File: src/design/hlg_pkg.sv
`timescale 1ns / 1ps
// Shared types, constants and helper functions of the hint label generator.
package hlg_pkg;

  localparam int CHAR_SLOTS = 16;
  localparam int SLOT_W     = 4;
  localparam int DIGIT_W    = 4;
  localparam int CHAR_W     = 8;
  localparam int SIZE_W     = 5;
  localparam int CFG_IDX_W  = 2;
  localparam int CFG_DATA_W = 64;
  localparam int LABEL_W    = 32;
  localparam int BIT_SEL_W  = 2;

  localparam logic [CFG_IDX_W-1:0] REG_ALPHABET_SIZE = 2'd0;
  localparam logic [CFG_IDX_W-1:0] REG_CHARS_LOW     = 2'd1;
  localparam logic [CFG_IDX_W-1:0] REG_CHARS_HIGH    = 2'd2;

  localparam logic [SIZE_W-1:0] SIZE_RESET = 5'd16;

  // Commands from the controller to the datapath.
  typedef struct packed {
    logic                 load;
    logic                 search;
    logic                 dig_step;
    logic                 emit;
    logic                 last;
    logic                 no_hint;
    logic [SLOT_W-1:0]    slot;
    logic [BIT_SEL_W-1:0] bit_sel;
  } hlg_cmd_t;

  // Status from the datapath to the controller.
  typedef struct packed {
    logic              found;
    logic              out_free;
    logic [SIZE_W-1:0] base;
  } hlg_status_t;

  // Picks the alphabet character for a digit out of the two packed words.
  function automatic logic [CHAR_W-1:0] char_of(input logic [CFG_DATA_W-1:0] lo,
                                               input logic [CFG_DATA_W-1:0] hi,
                                               input logic [DIGIT_W-1:0]    d);
    logic [CFG_DATA_W-1:0] w;
    w = d[DIGIT_W-1] ? hi : lo;
    return w[{d[DIGIT_W-2:0], 3'b000} +: CHAR_W];
  endfunction

endpackage

File: src/design/hlg_if.sv
`timescale 1ns / 1ps
// Valid/ready channel interfaces for index requests, label characters and configuration.
interface hlg_req_if;
  logic                         valid;
  logic                         ready;
  logic [hlg_pkg::LABEL_W-1:0] label_index;

  modport source (output valid, output label_index, input ready);
  modport sink   (input valid, input label_index, output ready);
endinterface

interface hlg_label_if;
  logic                         valid;
  logic                         ready;
  logic [hlg_pkg::CHAR_W-1:0]  label_char;
  logic [hlg_pkg::DIGIT_W-1:0] digit_value;
  logic                         last_char;
  logic                         no_hint;

  modport source (output valid, output label_char, output digit_value, output last_char,
                  output no_hint, input ready);
  modport sink   (input valid, input label_char, input digit_value, input last_char,
                  input no_hint, output ready);
endinterface

interface hlg_cfg_if;
  logic                            valid;
  logic                            ready;
  logic [hlg_pkg::CFG_IDX_W-1:0]  index;
  logic [hlg_pkg::CFG_DATA_W-1:0] data;

  modport source (output valid, output index, output data, input ready);
  modport sink   (input valid, input index, input data, output ready);
endinterface

File: src/design/hlg_datapath.sv
`timescale 1ns / 1ps
// Datapath: configuration registers, length search, power stack, digit unit and output word.
module hlg_datapath #(
  parameter int MAX_ALPHABET = 16,
  parameter int INDEX_BITS   = 32
) (
  input  logic                            clk,
  input  logic                            rst,
  input  hlg_pkg::hlg_cmd_t               cmd,
  output hlg_pkg::hlg_status_t            status,
  input  logic [hlg_pkg::LABEL_W-1:0]     label_index,
  input  logic                            cfg_valid,
  input  logic [hlg_pkg::CFG_IDX_W-1:0]   cfg_index,
  input  logic [hlg_pkg::CFG_DATA_W-1:0]  cfg_data,
  output logic                            out_valid,
  input  logic                            out_ready,
  output logic [hlg_pkg::CHAR_W-1:0]      out_char,
  output logic [hlg_pkg::DIGIT_W-1:0]     out_digit,
  output logic                            out_last,
  output logic                            out_no_hint
);

  localparam int IW   = (INDEX_BITS < hlg_pkg::LABEL_W) ? INDEX_BITS : hlg_pkg::LABEL_W;
  localparam int SW   = hlg_pkg::SIZE_W;
  localparam int PW   = IW + SW;
  localparam int EW   = IW + 3;
  localparam int CAP  = (MAX_ALPHABET < hlg_pkg::CHAR_SLOTS) ? MAX_ALPHABET
                                                              : hlg_pkg::CHAR_SLOTS;
  localparam logic [SW-1:0] BASE_CAP = SW'(CAP);

  logic [SW-1:0]                    alphabet_size;
  logic [hlg_pkg::CFG_DATA_W-1:0]   chars_low;
  logic [hlg_pkg::CFG_DATA_W-1:0]   chars_high;
  logic [IW-1:0]                    rem;
  logic [IW-1:0]                    pow;
  logic [IW-1:0]                    pw [hlg_pkg::CHAR_SLOTS];
  logic [hlg_pkg::DIGIT_W-1:0]      digit;
  logic [SW-1:0]                    base;
  logic [PW-1:0]                    prod;
  logic                             found;
  logic [EW-1:0]                    trial;
  logic                             fits;

  always_comb begin
    base  = (alphabet_size > BASE_CAP) ? BASE_CAP : alphabet_size;
    prod  = PW'(pow) * PW'(base);
    found = PW'(rem) < prod;
    trial = EW'(pw[cmd.slot]) << cmd.bit_sel;
    fits  = EW'(rem) >= trial;
  end

  assign status.found    = found;
  assign status.out_free = !out_valid || out_ready;
  assign status.base     = base;

  always_ff @(posedge clk) begin
    if (rst) begin
      alphabet_size <= hlg_pkg::SIZE_RESET;
      chars_low     <= '0;
      chars_high    <= '0;
    end else if (cfg_valid) begin
      case (cfg_index)
        hlg_pkg::REG_ALPHABET_SIZE: alphabet_size <= cfg_data[SW-1:0];
        hlg_pkg::REG_CHARS_LOW:     chars_low     <= cfg_data;
        hlg_pkg::REG_CHARS_HIGH:    chars_high    <= cfg_data;
        default: ;
      endcase
    end
  end

  // Length search, power stack and restoring digit steps.
  always_ff @(posedge clk) begin
    if (cmd.load) begin
      rem <= label_index[IW-1:0];
      pow <= IW'(1);
    end else if (cmd.search) begin
      pw[cmd.slot] <= pow;
      if (!found) begin
        rem <= rem - prod[IW-1:0];
        pow <= prod[IW-1:0];
      end
    end else if (cmd.dig_step) begin
      digit[cmd.bit_sel] <= fits;
      if (fits) begin
        rem <= rem - trial[IW-1:0];
      end
    end
  end

  always_ff @(posedge clk) begin
    if (rst) begin
      out_valid <= 1'b0;
    end else if (cmd.emit) begin
      out_valid <= 1'b1;
    end else if (out_ready) begin
      out_valid <= 1'b0;
    end
  end

  always_ff @(posedge clk) begin
    if (cmd.emit) begin
      if (cmd.no_hint) begin
        out_char    <= '0;
        out_digit   <= '0;
        out_last    <= 1'b0;
        out_no_hint <= 1'b1;
      end else begin
        out_char    <= hlg_pkg::char_of(chars_low, chars_high, digit);
        out_digit   <= digit;
        out_last    <= cmd.last;
        out_no_hint <= 1'b0;
      end
    end
  end

endmodule

File: src/design/hlg_ctrl.sv
`timescale 1ns / 1ps
// Controller: sequences request intake, length search, digit steps and word output.
module hlg_ctrl (
  input  logic                   clk,
  input  logic                   rst,
  input  logic                   req_valid,
  output logic                   req_ready,
  output hlg_pkg::hlg_cmd_t      cmd,
  input  hlg_pkg::hlg_status_t   status
);

  localparam int CW = hlg_pkg::SLOT_W + 1;

  typedef enum logic [1:0] {
    IDLE,
    SEARCH,
    STEP,
    EMIT
  } state_t;

  state_t                           state;
  logic [CW-1:0]                    len;
  logic [hlg_pkg::SLOT_W-1:0]       slot;
  logic [hlg_pkg::BIT_SEL_W-1:0]    bit_sel;
  logic                             no_hint;
  logic [CW-1:0]                    len_m1;
  logic                             over;

  assign req_ready = (state == IDLE);
  assign len_m1    = len - CW'(1);
  assign over      = len > CW'(status.base);

  always_comb begin
    cmd          = '0;
    cmd.load     = (state == IDLE) && req_valid;
    cmd.search   = (state == SEARCH) && !over;
    cmd.dig_step = (state == STEP);
    cmd.emit     = (state == EMIT) && status.out_free;
    cmd.last     = (slot == '0);
    cmd.no_hint  = no_hint;
    cmd.bit_sel  = bit_sel;
    cmd.slot     = (state == SEARCH) ? len_m1[hlg_pkg::SLOT_W-1:0] : slot;
  end

  always_ff @(posedge clk) begin
    if (rst) begin
      state   <= IDLE;
      len     <= '0;
      slot    <= '0;
      bit_sel <= '0;
      no_hint <= 1'b0;
    end else begin
      case (state)
        IDLE: begin
          if (req_valid) begin
            len     <= CW'(1);
            no_hint <= 1'b0;
            state   <= SEARCH;
          end
        end
        SEARCH: begin
          if (over) begin
            no_hint <= 1'b1;
            state   <= EMIT;
          end else if (status.found) begin
            slot    <= len_m1[hlg_pkg::SLOT_W-1:0];
            bit_sel <= '1;
            state   <= STEP;
          end else begin
            len <= len + CW'(1);
          end
        end
        STEP: begin
          if (bit_sel == '0) begin
            state <= EMIT;
          end else begin
            bit_sel <= bit_sel - hlg_pkg::BIT_SEL_W'(1);
          end
        end
        EMIT: begin
          if (status.out_free) begin
            if (no_hint || slot == '0) begin
              state <= IDLE;
            end else begin
              slot    <= slot - hlg_pkg::SLOT_W'(1);
              bit_sel <= '1;
              state   <= STEP;
            end
          end
        end
        default: state <= IDLE;
      endcase
    end
  end

  a_emit_only_when_free: assert property (@(posedge clk) disable iff (rst)
    cmd.emit |-> status.out_free) else $error("word emitted while output register busy");

  a_accept_starts_search: assert property (@(posedge clk) disable iff (rst)
    (req_valid && req_ready) |=> (state == SEARCH && len == CW'(1)))
    else $error("accepted request did not start the length search");

  a_search_in_range: assert property (@(posedge clk) disable iff (rst)
    cmd.search |-> (len != '0 && len <= CW'(status.base)))
    else $error("search step beyond alphabet size");

  a_no_hint_single: assert property (@(posedge clk) disable iff (rst)
    (cmd.emit && cmd.no_hint) |=> (state == IDLE))
    else $error("no-hint result not followed by return to idle");

endmodule

File: src/design/hint_label_generator.sv
`timescale 1ns / 1ps
// Top level of the hint label generator: controller, datapath and channel wiring.
// The block turns each request word (an index) into a label of L characters over a configured
// alphabet of n characters and emits one output word per character, most significant first,
// with last_char set on the final one. Labels of length 1 come first, then length 2, up to
// length n; an index past all of them yields a single word with no_hint set and all other
// fields zero. One request is handled at a time: after acceptance the length search tries each
// candidate length in turn (one multiply by n and one compare each), then every character
// takes four restoring compare-subtract steps against a stored power of n and then a load of
// the output register, which waits while the output side stalls. The next request is taken as
// soon as the last word sits in the output register, even if it has not yet been taken.
// Configuration writes are always ready and are registered; write them only while the block is
// idle. The alphabet size is clamped to MAX_ALPHABET and to 16, and the index is masked to
// INDEX_BITS bits.
module hint_label_generator #(
  parameter int MAX_ALPHABET = 16,
  parameter int INDEX_BITS   = 32
) (
  input  logic          clk,
  input  logic          rst,
  hlg_req_if.sink       request,
  hlg_label_if.source   label,
  hlg_cfg_if.sink       cfg
);

  hlg_pkg::hlg_cmd_t    cmd;
  hlg_pkg::hlg_status_t status;
  logic                 req_ready;

  // Configuration registers never stall.
  assign cfg.ready     = 1'b1;
  assign request.ready = req_ready;

  hlg_ctrl u_ctrl (
    .clk       (clk),
    .rst       (rst),
    .req_valid (request.valid),
    .req_ready (req_ready),
    .cmd       (cmd),
    .status    (status)
  );

  hlg_datapath #(
    .MAX_ALPHABET (MAX_ALPHABET),
    .INDEX_BITS   (INDEX_BITS)
  ) u_datapath (
    .clk         (clk),
    .rst         (rst),
    .cmd         (cmd),
    .status      (status),
    .label_index (request.label_index),
    .cfg_valid   (cfg.valid),
    .cfg_index   (cfg.index),
    .cfg_data    (cfg.data),
    .out_valid   (label.valid),
    .out_ready   (label.ready),
    .out_char    (label.label_char),
    .out_digit   (label.digit_value),
    .out_last    (label.last_char),
    .out_no_hint (label.no_hint)
  );

endmodule
File: src/flat_wrapper.sv
// flat-port wrapper written by rule: the top's interface ports become plain ports
module hint_label_generator_flat 
#(
  parameter int MAX_ALPHABET = 16,
  parameter int INDEX_BITS   = 32
)
  (clk, rst, request_valid, request_label_index, request_ready, label_valid, label_label_char, label_digit_value, label_last_char, label_no_hint, label_ready, cfg_valid, cfg_index, cfg_data, cfg_ready);
  hlg_req_if request_i ();
  hlg_label_if label_i ();
  hlg_cfg_if cfg_i ();
  input  logic clk;
  input  logic rst;
  input wire logic [$bits(request_i.valid)-1:0] request_valid;
  input wire logic [$bits(request_i.label_index)-1:0] request_label_index;
  output wire logic [$bits(request_i.ready)-1:0] request_ready;
  output wire logic [$bits(label_i.valid)-1:0] label_valid;
  output wire logic [$bits(label_i.label_char)-1:0] label_label_char;
  output wire logic [$bits(label_i.digit_value)-1:0] label_digit_value;
  output wire logic [$bits(label_i.last_char)-1:0] label_last_char;
  output wire logic [$bits(label_i.no_hint)-1:0] label_no_hint;
  input wire logic [$bits(label_i.ready)-1:0] label_ready;
  input wire logic [$bits(cfg_i.valid)-1:0] cfg_valid;
  input wire logic [$bits(cfg_i.index)-1:0] cfg_index;
  input wire logic [$bits(cfg_i.data)-1:0] cfg_data;
  output wire logic [$bits(cfg_i.ready)-1:0] cfg_ready;
  assign request_i.valid = request_valid;
  assign request_i.label_index = request_label_index;
  assign request_ready = request_i.ready;
  assign label_valid = label_i.valid;
  assign label_label_char = label_i.label_char;
  assign label_digit_value = label_i.digit_value;
  assign label_last_char = label_i.last_char;
  assign label_no_hint = label_i.no_hint;
  assign label_i.ready = label_ready;
  assign cfg_i.valid = cfg_valid;
  assign cfg_i.index = cfg_index;
  assign cfg_i.data = cfg_data;
  assign cfg_ready = cfg_i.ready;
  hint_label_generator #(.MAX_ALPHABET(MAX_ALPHABET), .INDEX_BITS(INDEX_BITS)) u_core (.clk(clk), .rst(rst), .request(request_i), .label(label_i), .cfg(cfg_i));
endmodule
File: config.mk
export PLATFORM = sky130hd
export DESIGN_NAME = hint_label_generator_flat
export DESIGN_NICKNAME = d
export VERILOG_FILES = /design/src/design/hlg_pkg.sv /design/src/design/hlg_if.sv /design/src/design/hlg_datapath.sv /design/src/design/hlg_ctrl.sv /design/src/design/hint_label_generator.sv /design/src/flat_wrapper.sv
export SDC_FILE = /design/constraint.sdc
export NUM_CORES = 1
export LEC_CHECK = 0
export BUFFER_PORTS_ARGS = -buffer_cell sky130_fd_sc_hd__buf_4
export CORE_UTILIZATION = 55
export DETAILED_ROUTE_END_ITERATION = 12
export PLACE_DENSITY = 0.75
export SLEW_MARGIN = 40
export SYNTH_ARGS = -nofsm -noshare
export SYNTH_HDL_FRONTEND = slang
export SYNTH_SLANG_ARGS = --single-unit
File: constraint.sdc
create_clock -name clk -period 8 [get_ports clk]
set_clock_uncertainty 0.05 [all_clocks]
set_input_delay 0.8 -clock clk [delete_from_list [all_inputs] [get_ports clk]]
set_output_delay 0.8 -clock clk [all_outputs]
set_load 0.005 [all_outputs]
==> metrics.md, run 1 <==
| Metric | Value |
|---|---|
| Synth top area cells | `edfxtp_1 44%, mux4_2 9.6%, dfxtp_1 9.4%` |
| Max frequency | `133.5 MHz` |
| Least-Margin Pin Slew | `0.8799 ns` |
| CTS tree | `yes` |
| Worst setup SP type | `flop` |
| Standard-cell rows | `96` |
| Initial Util | `55.75%` |
| Hold_ws | `0.3490 ns` |
| Max cap viols | `0` |
| Worst Path Buf+Inv | `6` |
| Clock Path Buffers | `3` |
| Setup TNS | `0 ns` |
| Mapped Nets | `3449` |
| Total grt overflow | `0` |
| Largest net degree at the start of global routing | `129` |
| Yosys reg bits | `742` |
| Global routing usage on met3 | `7.006%` |
| CP endpoint kind | `flop` |
| Crit-path slowest cell | `fa_1` |
| Area grow syn2layout | `13.81%` |
| Die Area | `70710 sq um` |
| Worst vdd ir | `0.7144 mV` |
| Layout Utilization | `63.45%` |
| DP Area | `40790 sq um` |
| Status | `finished clean` |
| FF-to-FF path depth | `30` |
| Fin nets | `3597` |
| Post_cts resized | `0` |
| Tcrit/Tclk final | `93.64%` |
| Critical path's top delay family | `adder cells` |
| Avg Cell Area, Syn | `12.33 sq um` |
| Worst skew pair latency | `0.65 ns` |
| HP Start | `cfg_data[61]` |
| Slew HR | `41.34%` |
| DRT Wirelength | `104100 um` |
| Pleak | `0.01639 uW` |
| Number of global-route vias before repair | `27050` |
| Total Power | `18080 uW` |
| Setup Buffers After CTS | `0` |
| IO Count | `120` |
| Share of cells above drive strength 1 | `18.46%` |
| Final antenna-violating net count | `0` |
| Leading area contributor after synthesis | `edfxtp_1` |
| Met1 usage in global routing | `38.94%` |
| Worst Path Max Fanout | `32` |
| Worst r2r src | `u_core.u_datapath.alphabet_size[3]` |
| Vias | `26560` |
| R2R Setup Slk | `0.51 ns` |
| Post-synth EDFFs | `562` |
| DRC Markers | `0` |
| Ys flop type | `edfxtp_1` |
| Clk pin slew, worst setup/hold paths | `0.06 ns` |
| Ys Warns | `0` |
| Core ar. | `68710 sq um` |
| Vias per inst | `6.246` |
| Final setup violating endpoints | `0` |
| Synth Cell Area | `38310 sq um` |
| # port buffers | `118` |
| Die height | `265.9 um` |
| Hold EP | `u_core.u_datapath.chars_high[61]` |
| Post-DP HPWL | `68660 um` |
| Async set or reset register ratio after synthesis | `0%` |
| Hold Crit Depth | `3` |
| Critical path arrival | `7.77 ns` |
| Pwr/cell area | `414.8 nW/um^2` |
| Initial antenna violation count | `2` |
| Hold Path Class | `in2reg` |
| Final Hold Viols | `0` |
| Worst path required time | `8.28 ns` |
| Design Area, Final | `43600 sq um` |
| CP Class | `reg2reg` |
| Global-route track usage on met2 | `47.70%` |
| Slew Limit Fails | `0` |
| Global-route wire length before repair | `158600 um` |
| Sequential area share after synthesis | `53.46%` |
| Root buf cell | `clkbuf_16` |
| RR Endpoint | `u_core.u_datapath.rem[1]` |
| Total track usage | `29.61%` |
| GP Congestion | `0.9551` |
| GR peak layer | `met2` |
| Drt first pass iters | `5` |
| CTS H-tree depth | `3` |
| Yosys cell types | `84` |
| DR iter-0 viols | `2796` |
| Post-Synthesis Cells | `3106` |
| Most frequent CP cell | `fa_1` |
| Avg WL per Cell | `24.48 um` |
| Min Tclk post-route | `7.491 ns` |
| CTS Buf Count | `78` |
| RSZ-0062 raised after global routing | `false` |
| CP peak stage delay | `0.56 ns` |
| Die X | `265.9 um` |
| Num Clock Sinks | `742` |
| Hold_buf cts | `0` |
| Yosys top cell area share | `44.06%` |
[worst max path at each step]
stage	start	endpoint	slack (ns)	depth (start not counted)
2_1_floorplan	u_core.u_datapath.alphabet_size[4]	u_core.u_datapath.rem[0]	0.35	29
3_3_place_gp	u_core.u_datapath.alphabet_size[4]	u_core.u_datapath.rem[30]	0.40	31
3_5_place_dp	u_core.u_datapath.alphabet_size[4]	u_core.u_datapath.rem[30]	0.14	31
4_1_cts	u_core.u_datapath.alphabet_size[4]	u_core.u_datapath.rem[30]	0.07	31
5_1_grt	u_core.u_datapath.alphabet_size[3]	u_core.u_datapath.rem[7]	0.01	30
6_report	u_core.u_datapath.alphabet_size[3]	u_core.u_datapath.rem[1]	0.51	30
[per-layer routing]
layer | share of wire (%) | routed length, um | vias up
li1 | - | - | 11640
met1 | 39 | 40480 | 13310
met2 | 48 | 49690 | 1405
met3 | 9.9 | 10260 | 211
met4 | 3.5 | 3686 | 0
met5 | 0 | 0 | -
[cell usage in the layout (no fill, tap or decap), drive strengths merged, types with 6 or more instances in the layout]
master   netlist  routed
a2111oi        7       7
a211oi        17      17
a21o          38      38
a21oi        248     248
a31o           6       6
a31oi         40      40
and2         103     103
and3          36      36
buf           59     230
bufinv         0      14
clkbuf       104      94
clkinv         0      30
dfxtp        180     180
edfxtp       562     562
fa            91      91
ha           149     149
inv          163     169
mux2          31      31
mux2i         68      68
mux4         164     164
nand2        502     502
nand2b        15      15
nand3         43      43
nand3b         6       6
nand4         13      13
nor2         144     144
nor2b         32      32
nor3          20      20
nor3b          7       7
nor4          22      22
o211ai        12      12
o21a          19      19
o21ai         64      64
o31ai         11      11
or3            7       7
xnor2         36      36
xor2          17      17
[cells in the mapped netlist (all sizes together), types with 22 or more instances]
cell type / number
edfxtp: 562
nand2: 502
a21oi: 248
dfxtp: 180
mux4: 164
inv: 163
ha: 149
nor2: 144
clkbuf: 104
and2: 103
fa: 91
mux2i: 68
o21ai: 64
buf: 59
nand3: 43
a31oi: 40
a21o: 38
and3: 36
xnor2: 36
nor2b: 32
mux2: 31
nor4: 22
[state kept, by name, summed over array words and instances (netlist names), 2 cells and up]
name and flops:
u_core.u_datapath.rem 32, u_core.u_datapath.out_digit 4, u_core.u_datapath.chars_low 64, u_core.u_ctrl.slot 4
u_core.u_ctrl.state 2, u_core.u_datapath.pow 32, u_core.u_datapath.chars_high 64, u_core.u_datapath.out_char 8
u_core.u_datapath.pw 512, u_core.u_datapath.digit 4, u_core.u_ctrl.bit_sel 2, u_core.u_datapath.alphabet_size 5
u_core.u_ctrl.len 5
[power by group]
part / internal, uW / switching (uW) / leakage [uW]
clock network: 2330 / 1590 / 0.00135
logic: 3720 / 5500 / 0.00837
registers: 4720 / 233 / 0.00667
total: 10800 / 7330 / 0.0164
[cell families after synthesis]
family | after synthesis | share of synthesized area (%)
buffers and inverters | 326 | 3.384
multiplexers | 263 | 12.33
flip-flops | 742 | 53.46
XOR/XNOR | 53 | 1.212
adder cells (fa/ha/maj) | 241 | 9.649
AND/OR/NAND/NOR | 968 | 11.58
other | 1 | 0.009790
AO/OA/AOI/OAI | 512 | 8.375
[worst register-to-register path, delay by kind of cell, from the launching register on]
| family | cells | cell delay, ns |
|---|---|---|
| AND/OR/NAND/NOR | 7 | 1.27 |
| adder cells (fa/ha/maj) | 6 | 2.41 |
| AO/OA/AOI/OAI | 11 | 2.12 |
| flip-flops | 1 | 0.34 |
| buffers and inverters | 6 | 0.96 |
[through the flow]
stage | cells | setup slack, ns
6_report | 4253 | 0.5090
5_1_grt | 4253 | 0.01157
4_1_cts | 4251 | 0.07038
3_5_place_dp | 4105 | 0.1387
3_3_place_gp | 4103 | 0.4033
2_1_floorplan | 3106 | 0.3546
[final cells by class]
| cell class | count | area, sq um |
|---|---|---|
| Antenna cell | 2 | 5.005 |
| Clock inverter | 53 | 688.2 |
| Sequential cell | 742 | 20480 |
| Inverter | 163 | 611.8 |
| Multi-Input combinational cell | 2038 | 16740 |
| Tap cell | 931 | 1165 |
| Timing Repair Buffer | 231 | 1829 |
| Clock buffer | 93 | 2072 |
| Fill cell | 5091 | 25110 |
Power figures use the tool's default switching activity.
==> run 2: changes to the inputs <==
--- a/config.mk
+++ b/config.mk
@@ -8,7 +8,7 @@
 export BUFFER_PORTS_ARGS = -buffer_cell sky130_fd_sc_hd__buf_4
 export CORE_UTILIZATION = 55
 export DETAILED_ROUTE_END_ITERATION = 12
-export PLACE_DENSITY = 0.75
+export PLACE_DENSITY_LB_ADDON = 0.15
 export SLEW_MARGIN = 40
 export SYNTH_ARGS = -nofsm -noshare
 export SYNTH_HDL_FRONTEND = slang
==> run 2 against run 1 <==
Cell count fell by 0.12%. Global-route usage down 1.1 points. First-iteration DRC count fell by 13%. Combinational power decreased by 3.8%. Fmax shrank 2.1%. Clock power decreased by 5%. Flip-flop and latch count stayed put.
==> metrics.md, run 2 (synthesis gave the netlist of run 1 again) <==
| Metric | Value |
|---|---|
| Status | `finished clean` |
| Root buf cell | `clkbuf_16` |
| CP Class | `reg2reg` |
| Min Tclk post-route | `7.655 ns (+0.1643 ns)` |
| Standard-cell rows | `96 (unchanged)` |
| Die Area | `70710 sq um (unchanged)` |
| Post-Place Cells | `4094 (-0.27%)` |
| Tcrit/Tclk final | `95.69% (+2.1 points)` |
| Total grt overflow | `0 (unchanged)` |
| CP endpoint kind | `flop` |
| HP Start | `cfg_data[23]` |
| Vias | `25790 (-2.9%)` |
| IO Count | `120 (unchanged)` |
| Die X | `265.9 um (unchanged)` |
| Max cap viols | `0 (unchanged)` |
| Pleak | `0.01634 uW (-0.30%)` |
| Slew HR | `40.45% (-0.89 points)` |
| Critical path arrival | `8.15 ns (+0.38 ns)` |
| Pwr/cell area | `403.8 nW/um^2 (-2.7%)` |
| Drt first pass iters | `6 (+1)` |
| CP peak stage delay | `0.56 ns (about the same)` |
| Worst path required time | `8.49 ns (+0.21 ns)` |
| DR iter-0 viols | `2440 (-13%)` |
| Crit-path slowest cell | `fa_1` |
| Hold Crit Depth | `3 (unchanged)` |
| Avg WL per Cell | `23.70 um (-3.2%)` |
| Crit. Startpoint | `u_core.u_datapath.alphabet_size[2]` |
| Worst r2r src | `u_core.u_datapath.alphabet_size[2]` |
| Hold Path Class | `in2reg` |
| Top flop regs | `u_core.u_datapath.pw (512), u_core.u_datapath.chars_high (64), u_core.u_datapath.chars_low (64)` |
| Final cell count without fillers | `4248 (-0.12%)` |
| Most frequent cells in the layout | `562 x edfxtp_1, 501 x nand2_1, 245 x a21oi_1` |
| Hold_ws | `0.3725 ns (+0.02352 ns)` |
| Core ar. | `68710 sq um (unchanged)` |
| GP Congestion | `0.9628 (+0.81%)` |
| Max frequency | `130.6 MHz (-2.1%)` |
| Share of cells above drive strength 1 | `18.40% (-0.068 points)` |
| Number of global-route vias before repair | `25960 (-4.0%)` |
| Final setup violating endpoints | `0 (unchanged)` |
| Initial Util | `55.75% (unchanged)` |
| R2R Setup Slk | `0.34 ns (-0.16 ns)` |
| Setup TNS | `0 ns (unchanged)` |
| DRT Wirelength | `100700 um (-3.3%)` |
| Post-DP HPWL | `67070 um (-2.3%)` |
| CTS tree | `yes` |
| Global-route wire length before repair | `152700 um (-3.7%)` |
| Final antenna-violating net count | `0 (unchanged)` |
| # port buffers | `118 (unchanged)` |
| Worst Path Buf+Inv | `4 (-2)` |
| CTS H-tree depth | `3 (unchanged)` |
| CTS Buf Count | `80 (+2.6%)` |
| Filler Cell Count | `5309 (+4.3%)` |
| Design Area, Final | `43470 sq um (-0.30%)` |
| Largest net degree at the start of global routing | `93 (-28%)` |
| Worst vdd ir | `0.5236 mV (-27%)` |
| Worst skew pair latency | `0.63 ns (-0.02 ns)` |
| Final Hold Viols | `0 (unchanged)` |
| Fin nets | `3594 (-0.083%)` |
| Largest register FFs | `512 (unchanged)` |
| Critical path's top delay family | `adder cells` |
| Commonest non-fill, non-tap cell in the layout | `edfxtp_1` |
| Worst setup SP type | `flop` |
| Num Clock Sinks | `742 (unchanged)` |
| DP Area | `40700 sq um (-0.23%)` |
| Hold EP | `u_core.u_datapath.chars_low[23]` |
| Hold_buf cts | `0 (unchanged)` |
| Vias per inst | `6.072 (-2.8%)` |
| RR Endpoint | `u_core.u_ctrl.bit_sel[0]` |
| Clock Path Buffers | `3 (unchanged)` |
| Area grow syn2layout | `13.47%` |
| WP depth | `27 (-10%)` |
| Die height | `265.9 um (unchanged)` |
| Least-Margin Pin Slew | `0.8920 ns (+0.01207 ns)` |
| Initial antenna violation count | `1 (-1)` |
| FF-to-FF path depth | `27 (-10%)` |
| DRC Markers | `0 (unchanged)` |
| Total Power | `17550 uW (-2.9%)` |
| Total track usage | `28.52% (-1.1 points)` |
| Clk pin slew, worst setup/hold paths | `0.06 ns (about the same)` |
| Reg with most FFs | `u_core.u_datapath.pw` |
| Slew Limit Fails | `0 (unchanged)` |
| Worst Path Max Fanout | `20 (-38%)` |
[run 2: changes by cell type in the layout (fill, tap and decap cells not counted), moves of 2 or more]
cell / change
bufinv_16: -8
buf_4: -6
clkbuf_8: +6
clkbuf_1: +3
clkbuf_16: +3
clkinv_1: -3
clkinv_2: +3
nor4_2: +3
nor4_4: -3
buf_12: +2
buf_8: -2
clkinv_8: -2
[run 2: per-stage QoR]
stage / setup slack, ns / utilization [%]
after detailed placement: 0.1182 / 59.23
after CTS: 0.07456 / 63.09
final: 0.3447 / 63.26
after global placement: 0.4151 / 59.21
after global routing: -0.008422 / 63.26
after floorplan: 0.3546 / -
[run 2: per-layer routing]
metal	GRT usage, %	vias to the layer above	part of all wire, %	wire length, um
li1	-	11640	-	-
met1	37.74	12980	41	40930
met2	48.67	996	50	50140
met3	3.669	178	6.2	6220
met4	9.755	0	3.3	3367
met5	0	-	0	0
[run 2: worst reg2reg max path, cell delays in order, from the launching register on]
cell and delay, ns:
dfxtp_1 0.38, nor2b_2 0.35, buf_4 0.32, and2_1 0.18
fa_1 0.44, fa_1 0.56, inv_1 0.06, fa_1 0.53
inv_1 0.05, ha_1 0.39, nand4_1 0.21, nor2_1 0.10
a2111oi_4 0.47, nand3_2 0.21, a31o_2 0.28, a21o_1 0.18
a21oi_1 0.16, xor2_1 0.38, ha_1 0.33, a21o_1 0.16
a21oi_1 0.19, nand3_1 0.10, a31oi_1 0.20, o32ai_2 0.14
and3_4 0.24, clkbuf_16 0.21, or4_1 0.55, a21oi_1 0.15
[run 2: layout make-up]
type	instances	area (sq um)	share of cell area, %
antenna	1	2.502	0.005757
clock inverter	43	434.2	0.9988
multi-input combinational	2039	16740	38.52
tap	931	1165	2.680
sequential	742	20480	47.13
timing repair buffer	225	1808	4.159
inverter	163	611.8	1.408
clock buffer	104	2216	5.098
[run 2: what timing repair did]
action / 4_1_cts / 5_1_grt
setup endpoints to repair: 0 / 80
buffers inserted: 0 / 3
resized for setup: 0 / 14
[run 2: how the worst max path moves through the flow]
| stage | to | slack (ns) |
|---|---|---|
| floorplan | u_core.u_datapath.rem[0] | 0.35 |
| global placement | u_core.u_ctrl.len[2] | 0.42 |
| detailed placement | u_core.u_datapath.rem[2] | 0.12 |
| CTS | u_core.u_datapath.rem[20] | 0.07 |
| global route | u_core.u_ctrl.len[2] | -0.008 |
| finish | u_core.u_ctrl.bit_sel[0] | 0.34 |
[run 2: where the power goes]
part	total, uW	leakage [uW]	switching (uW)	internal (uW)
Clock	3720	0.00131	1560	2170
Combinational	8870	0.00836	5210	3660
Sequential	4960	0.00667	241	4720
Total	17600	0.0163	7010	10500
